==> config.mk <==
export PLATFORM = sky130hd
export DESIGN_NAME = arabic_word_validity_checker_top
export DESIGN_NICKNAME = d
export VERILOG_FILES = /design/src/hdl/awvc_pkg.sv /design/src/hdl/awvc_classify.sv /design/src/hdl/awvc_word_check.sv /design/src/hdl/arabic_word_validity_checker_top.sv
export VERILOG_INCLUDE_DIRS = /design/src /design/src/hdl
export SDC_FILE = /design/constraint.sdc
export NUM_CORES = 1
export LEC_CHECK = 0
export BUFFER_PORTS_ARGS = -buffer_cell sky130_fd_sc_hd__buf_2
export CORE_MARGIN = 10
export CORE_UTILIZATION = 53
export CTS_BUF_LIST = sky130_fd_sc_hd__clkbuf_2 sky130_fd_sc_hd__clkbuf_4 sky130_fd_sc_hd__clkbuf_8
export DETAILED_ROUTE_END_ITERATION = 8
export HOLD_SLACK_MARGIN = 0.12
export PLACE_DENSITY = 0.84
export SLEW_MARGIN = 20
export SYNTH_ARGS = -nofsm -noshare
export SYNTH_HDL_FRONTEND = slang
export SYNTH_SLANG_ARGS = --single-unit
==> constraint.sdc <==
create_clock -name aclk -period 2 [get_ports aclk]
set_input_delay 0.1 -clock aclk [delete_from_list [all_inputs] [get_ports aclk]]
set_output_delay 0.1 -clock aclk [all_outputs]
set_load 0.01 [all_outputs]
==> src/hdl/arabic_word_validity_checker_top_defines.svh <==
// Assertion helpers for the checker RTL.
`ifndef ARABIC_WORD_VALIDITY_CHECKER_TOP_DEFINES_SVH
`define ARABIC_WORD_VALIDITY_CHECKER_TOP_DEFINES_SVH

// Same-cycle implication, disabled while reset is asserted.
`define AWVC_ASSERT_NOW(label, clk, rstn, ante, cons) \
    label: assert property (@(posedge clk) disable iff (!rstn) (ante) |-> (cons)) \
        else $error("awvc: same-cycle check failed");

// Next-cycle implication, disabled while reset is asserted.
`define AWVC_ASSERT_NEXT(label, clk, rstn, ante, cons) \
    label: assert property (@(posedge clk) disable iff (!rstn) (ante) |=> (cons)) \
        else $error("awvc: next-cycle check failed");

`endif

==> src/hdl/awvc_pkg.sv <==
package awvc_pkg;

    localparam int CP_W = 21;

    localparam logic [CP_W-1:0] CP_HAMZA        = 21'h000621;
    localparam logic [CP_W-1:0] CP_WAW_HAMZA    = 21'h000624;
    localparam logic [CP_W-1:0] CP_YEH_HAMZA    = 21'h000626;
    localparam logic [CP_W-1:0] CP_TEH_MARBUTA  = 21'h000629;
    localparam logic [CP_W-1:0] CP_TATWEEL      = 21'h000640;
    localparam logic [CP_W-1:0] CP_DOTLESS_YEH  = 21'h000649;
    localparam logic [CP_W-1:0] CP_YEH          = 21'h00064A;
    localparam logic [CP_W-1:0] CP_FATHATAN     = 21'h00064B;
    localparam logic [CP_W-1:0] CP_SHADDA       = 21'h000651;
    localparam logic [CP_W-1:0] CP_SUKUN        = 21'h000652;

    localparam logic [1:0] RUN_MAX = 2'd3;

    typedef struct packed {
        logic letter;
        logic mark;
        logic shadda;
        logic teh_marbuta;
        logic dotless_yeh;
        logic hamza_seat;
    } cp_class_t;

    typedef struct packed {
        logic      valid;
        logic      last;
        cp_class_t cls;
    } char_req_t;

endpackage

==> src/hdl/awvc_classify.sv <==
module awvc_classify
    import awvc_pkg::*;
(
    input  logic [CP_W-1:0] code_point,
    output cp_class_t       cls
);

    always_comb begin
        cls.letter       = (code_point >= CP_HAMZA) && (code_point <= CP_YEH)
                           && (code_point != CP_TATWEEL);
        cls.mark         = (code_point >= CP_FATHATAN) && (code_point <= CP_SUKUN);
        cls.shadda       = (code_point == CP_SHADDA);
        cls.teh_marbuta  = (code_point == CP_TEH_MARBUTA);
        cls.dotless_yeh  = (code_point == CP_DOTLESS_YEH);
        cls.hamza_seat   = (code_point == CP_WAW_HAMZA) || (code_point == CP_YEH_HAMZA);
    end

endmodule

==> src/hdl/awvc_word_check.sv <==
`include "arabic_word_validity_checker_top_defines.svh"

module awvc_word_check
    import awvc_pkg::*;
(
    input  logic      aclk,
    input  logic      aresetn,
    input  char_req_t req,
    output logic      consume,
    output logic      m_valid,
    input  logic      m_ready,
    output logic      word_valid
);

    logic       at_start_reg,  at_start_next;
    logic       prev_shadda_reg, prev_shadda_next;
    logic       prev_teh_reg,  prev_teh_next;
    logic [1:0] run_reg,       run_next;
    logic       rejected_reg,  rejected_next;
    logic       m_valid_reg,   m_valid_next;
    logic       word_valid_reg, word_valid_next;

    logic can_emit;
    logic bad;
    logic finish;

    assign can_emit = !m_valid_reg || m_ready;
    // A word's last character waits until the result slot is free.
    assign consume  = req.valid && (!req.last || can_emit);
    assign finish   = consume && req.last;

    always_comb begin
        bad = 1'b0;
        if (!req.cls.letter && !req.cls.mark)
            bad = 1'b1;
        if (at_start_reg && (req.cls.mark || req.cls.hamza_seat))
            bad = 1'b1;
        if (req.cls.shadda && prev_shadda_reg)
            bad = 1'b1;
        if (req.cls.teh_marbuta && prev_teh_reg)
            bad = 1'b1;
        // third mark in a row: run already at two or more
        if (req.cls.mark && run_reg[1])
            bad = 1'b1;
        if (!req.last && (req.cls.teh_marbuta || req.cls.dotless_yeh))
            bad = 1'b1;
    end

    always_comb begin
        at_start_next    = at_start_reg;
        prev_shadda_next = prev_shadda_reg;
        prev_teh_next    = prev_teh_reg;
        run_next         = run_reg;
        rejected_next    = rejected_reg;
        if (consume) begin
            if (req.last) begin
                at_start_next    = 1'b1;
                prev_shadda_next = 1'b0;
                prev_teh_next    = 1'b0;
                run_next         = 2'd0;
                rejected_next    = 1'b0;
            end else begin
                at_start_next    = 1'b0;
                prev_shadda_next = req.cls.shadda;
                prev_teh_next    = req.cls.teh_marbuta;
                rejected_next    = rejected_reg || bad;
                if (!req.cls.mark)
                    run_next = 2'd0;
                else if (run_reg != RUN_MAX)
                    run_next = run_reg + 2'd1;
            end
        end
    end

    always_comb begin
        m_valid_next    = m_valid_reg;
        word_valid_next = word_valid_reg;
        if (finish) begin
            m_valid_next    = 1'b1;
            word_valid_next = !(rejected_reg || bad);
        end else if (m_ready) begin
            m_valid_next = 1'b0;
        end
    end

    always_ff @(posedge aclk) begin
        if (!aresetn) begin
            at_start_reg    <= 1'b1;
            prev_shadda_reg <= 1'b0;
            prev_teh_reg    <= 1'b0;
            run_reg         <= 2'd0;
            rejected_reg    <= 1'b0;
            m_valid_reg     <= 1'b0;
        end else begin
            at_start_reg    <= at_start_next;
            prev_shadda_reg <= prev_shadda_next;
            prev_teh_reg    <= prev_teh_next;
            run_reg         <= run_next;
            rejected_reg    <= rejected_next;
            m_valid_reg     <= m_valid_next;
        end
    end

    always_ff @(posedge aclk) begin
        word_valid_reg <= word_valid_next;
    end

    assign m_valid    = m_valid_reg;
    assign word_valid = word_valid_reg;

    `AWVC_ASSERT_NEXT(a_clear_after_word, aclk, aresetn, finish, at_start_reg && (run_reg == 2'd0) && !rejected_reg)
    `AWVC_ASSERT_NEXT(a_mid_word_not_start, aclk, aresetn, consume && !req.last, !at_start_reg)
    `AWVC_ASSERT_NEXT(a_rejected_word_fails, aclk, aresetn, finish && rejected_reg, m_valid_reg && !word_valid_reg)
    `AWVC_ASSERT_NOW(a_no_last_over_full_slot, aclk, aresetn, m_valid_reg && !m_ready, !finish)

endmodule

==> src/hdl/arabic_word_validity_checker_top.sv <==
// Arabic word validity checker. Feed the code points of one word, one per
// request, with s_tlast set on the final character; after that character one
// result comes out on the m_ side with bit 0 of m_tdata set when the word is
// valid. Characters that are not last produce no result. The block takes one
// request per cycle while s_tready is high: each character is held in the
// input register, where it is classified and checked against the per-word
// flags, and a last character then loads the result register, which drives
// m_tvalid and m_tdata. Stalls on m_tready hold only a last character in the
// input register; the block returns to the word-start state after every word.
module arabic_word_validity_checker_top
    import awvc_pkg::*;
(
    input  logic        aclk,
    input  logic        aresetn,
    input  logic        s_tvalid,
    output logic        s_tready,
    input  logic [23:0] s_tdata,   // [20:0] code_point, [23:21] zero
    input  logic        s_tlast,   // last_char
    output logic        m_tvalid,
    input  logic        m_tready,
    output logic [7:0]  m_tdata    // [0] word_valid, [7:1] zero
);

    logic            in_valid_reg, in_valid_next;
    logic            in_last_reg,  in_last_next;
    logic [CP_W-1:0] in_cp_reg,    in_cp_next;

    cp_class_t cls;
    char_req_t req;
    logic      consume;
    logic      word_valid;

    assign s_tready = !in_valid_reg || consume;

    always_comb begin
        in_valid_next = in_valid_reg;
        in_last_next  = in_last_reg;
        in_cp_next    = in_cp_reg;
        if (s_tready) begin
            in_valid_next = s_tvalid;
            in_last_next  = s_tlast;
            in_cp_next    = s_tdata[CP_W-1:0];
        end
    end

    always_ff @(posedge aclk) begin
        if (!aresetn) begin
            in_valid_reg <= 1'b0;
        end else begin
            in_valid_reg <= in_valid_next;
        end
    end

    always_ff @(posedge aclk) begin
        in_last_reg <= in_last_next;
        in_cp_reg   <= in_cp_next;
    end

    awvc_classify u_classify (
        .code_point (in_cp_reg),
        .cls        (cls)
    );

    assign req.valid = in_valid_reg;
    assign req.last  = in_last_reg;
    assign req.cls   = cls;

    awvc_word_check u_word_check (
        .aclk       (aclk),
        .aresetn    (aresetn),
        .req        (req),
        .consume    (consume),
        .m_valid    (m_tvalid),
        .m_ready    (m_tready),
        .word_valid (word_valid)
    );

    assign m_tdata = {7'd0, word_valid};

endmodule

==> results_dict.tcl <==
set metrics [dict create \
    outcome "finished clean" \
    synthCells 117 \
    ir_drop_mv 0.6000 \
    netlist_area_um2 1425 \
    overflow 0 \
    drc_errors 0 \
    worst_clock_skew_ns 0.008460 \
    maxCapViolations 0 \
    largest_reg_flops 21 \
    place_area_um2 1592 \
    crit_type "flop to flop" \
    antenna_found_initial 0 \
    area_growth_pct 34.42 \
    synth_ff_type "edfxtp_1" \
    crit_path_start_kind "flop" \
    gp_congestion 0.8539 \
    grtUsageMet2_pct 25.88 \
    use_met3_pct 8.127 \
    ant_nets 0 \
    ys_seq_area_share_pct 59.70 \
    port_buffers 28 \
    num_vias 1176 \
    grt-busiest-layer "met2" \
    insertion_delay_ns 0.34 \
    final_area_um2 1916 \
    cp.required_ns 2.10 \
    numCtsBuffers 5 \
    routed_wl_um 3775 \
    r2r_start "in_cp_reg[18]" \
    cp.arrival_ns 2.00 \
    endpoint "u_word_check.word_valid" \
    power.density_nw_per_um2 649.7 \
    maxSlewHeadroom_pct 61.30 \
    cts_sinks 31 \
    fin_crit_sh_pct 94.91 \
    timing.rr.end "u_word_check.word_valid" \
    cp.depth 5 \
    grt_pass1_wl_um 6216 \
    avgRoutedWirePerCell_um 17.98 \
    use_met1_pct 16.19 \
    crit_chain "nor4_1 > and3_1 > and4_1 > a21oi_1 > and3_1" \
    dieArea_um2 5163 \
    fmax_mhz 526.8 \
    root_buffer "clkbuf_4" \
    grt_usage_pct 15.60 \
    first_pass_iters 5 \
    ys_ff_latch 31 \
    cpPeakStageDelay_ns 0.45 \
    crit_start "in_cp_reg[18]" \
    path_max_fanout 4 \
    grt_max_degree 25 \
    worstMarginPinSlew_ns 0.5792 \
    hold_class "input pin to flop" \
    pin_count 39 \
    layout_commonest_cell "buf_2" \
    synth_edf_count 23 \
    drt-initial-drc-count 86 \
    yosysUniqueCellTypes 40 \
    final_nets 209 \
    die_h_um 71.86 \
    fin_tns_setup_ns 0 \
    die_w_um 71.86 \
    slew_viol_final 0 \
    path_common_cell "and3_1" \
    leakagePower_nw 0.7815 \
    clk_pin_slew_ns 0.11 \
    core_area_um2 2522 \
    cp_top_family "simple AND/OR/NAND/NOR gates" \
    initial_core_util_pct 56.50 \
    tritoncts "yes" \
    synth.avg_cell_area_um2 12.18 \
    first_global_vias 1248 \
    rows 18 \
    crit_buf_inv 0 \
    cts.htree.levels 2 \
    rsz0062_at_grt "no" \
    via_per_inst 5.600 \
    crit_path_end_kind "flop" \
    r2r_cells 5 \
    diodes 0 \
    dp_hpwl_um 2136 \
    cts.path.max_buffers 2 \
    synth.yosys.warnings 0 \
    critPathSlowestCell "nor4_1" \
    final_cell_mix "28 x buf_2, 26 x dlygate4sd3_1, 23 x edfxtp_1, 8 x nand2_1, 8 x dfxtp_1" \
    layout-drive-gt1-share_pct 25.00 \
    hold_violations 0 \
    min_period_ns 1.898 \
    async_reset_ff_share_pct 0 \
    setup_viol 0 \
    ff2ff_setup_slack_ns 0.10 \
]
[worst min path at each step]
| stage | slack (ns) | from | end | cells past startpoint |
|---|---|---|---|---|
| after floorplan | 0.16 | aresetn | u_word_check.at_start_reg | 1 |
| after global placement | 0.28 | s_tdata[6] | in_cp_reg[6] | 1 |
| after detailed placement | 0.28 | s_tdata[12] | in_cp_reg[12] | 1 |
| after CTS | 0.45 | s_tdata[10] | in_cp_reg[10] | 2 |
| after global routing | 0.47 | s_tdata[3] | in_cp_reg[3] | 2 |
| final | 0.47 | s_tdata[14] | in_cp_reg[14] | 2 |
[per-stage QoR]
| step | std cells | total power, mW | util [%] | worst slack [ns] | hold slack, ns |
|---|---|---|---|---|---|
| floorplan | 123 | 0.8019 | - | 0.2614 | 0.1619 |
| global placement | 176 | 0.8312 | 63.10 | 0.1972 | 0.2760 |
| detailed placement | 176 | 0.8354 | 63.10 | 0.1745 | 0.2781 |
| CTS | 210 | 1.233 | 75.69 | 0.1447 | 0.4539 |
| global route | 210 | 1.295 | 75.94 | 0.005892 | 0.4675 |
| finish | 210 | 1.245 | 75.94 | 0.1018 | 0.4663 |
[synth_stat cells (all sizes together), types with 2 or more instances]
| cell type | number | share of area, % |
|---|---|---|
| edfxtp | 23 | 48 |
| o21ai | 5 | 1.8 |
| and3 | 4 | 1.8 |
| nor4b | 2 | 2.3 |
| and2 | 5 | 2.2 |
| o31ai | 2 | 1.1 |
| inv | 3 | 0.79 |
| a21oi | 2 | 0.70 |
| nor2b | 6 | 2.6 |
| nor4 | 3 | 1.3 |
| nand3 | 2 | 0.70 |
| dfxtp | 8 | 11 |
| nand2 | 8 | 2.1 |
| buf | 8 | 4.2 |
| nand4 | 2 | 0.88 |
| o2111ai | 2 | 1.2 |
| a21boi | 3 | 1.6 |
| nor3 | 5 | 1.8 |
| nor2 | 4 | 1.1 |
| nand2b | 2 | 0.88 |
[worst reg2reg max path, cell delays in order, from the launching register on]
cell and delay [ns]:
edfxtp_1 0.39, nor4_1 0.45, and3_1 0.32, and4_1 0.23, a21oi_1 0.09, and3_1 0.19
[report_power, final]
part / switching (mW) / internal (mW) / leakage, nW
Combinational: 0.0518 / 0.0757 / 0.446
Clock: 0.239 / 0.134 / 0.0272
Sequential: 0.0254 / 0.718 / 0.309
[layout make-up]
cell class              count  area (µm²)
fillers                   159       606.8
clock buffers               5       37.54
inverters                   3       11.26
well taps                  30       37.54
flip-flops and latches     31       850.8
repair buffers             58       430.4
multi-input cells          80       528.0
clock inverters             3       20.02
[routing by layer]
metal	share of wire, %	vias to the layer above
met4	1.9	0
met3	11	7
met5	0	-
met1	39	552
met2	49	66
li1	-	551
[repair_timing]
item | CTS | global route
endpoints found under the setup margin | 0 | 1
setup buffers | 0 | 0
hold buffers | 26 | 0
gates resized for setup | 0 | 2
hold endpoints to repair | 30 | 0
[cells by family after synthesis]
family          Yosys count  synth area share, %
compound gates           23                12.29
xor+xnor                  1               0.6147
fa+ha+maj                 1               0.8778
buf+inv                  12                5.268
flops                    31                59.70
mux                       1               0.7024
other cells               1               0.2631
simple gates             47                20.28
No activity file was read; power rests on OpenSTA's default activity.
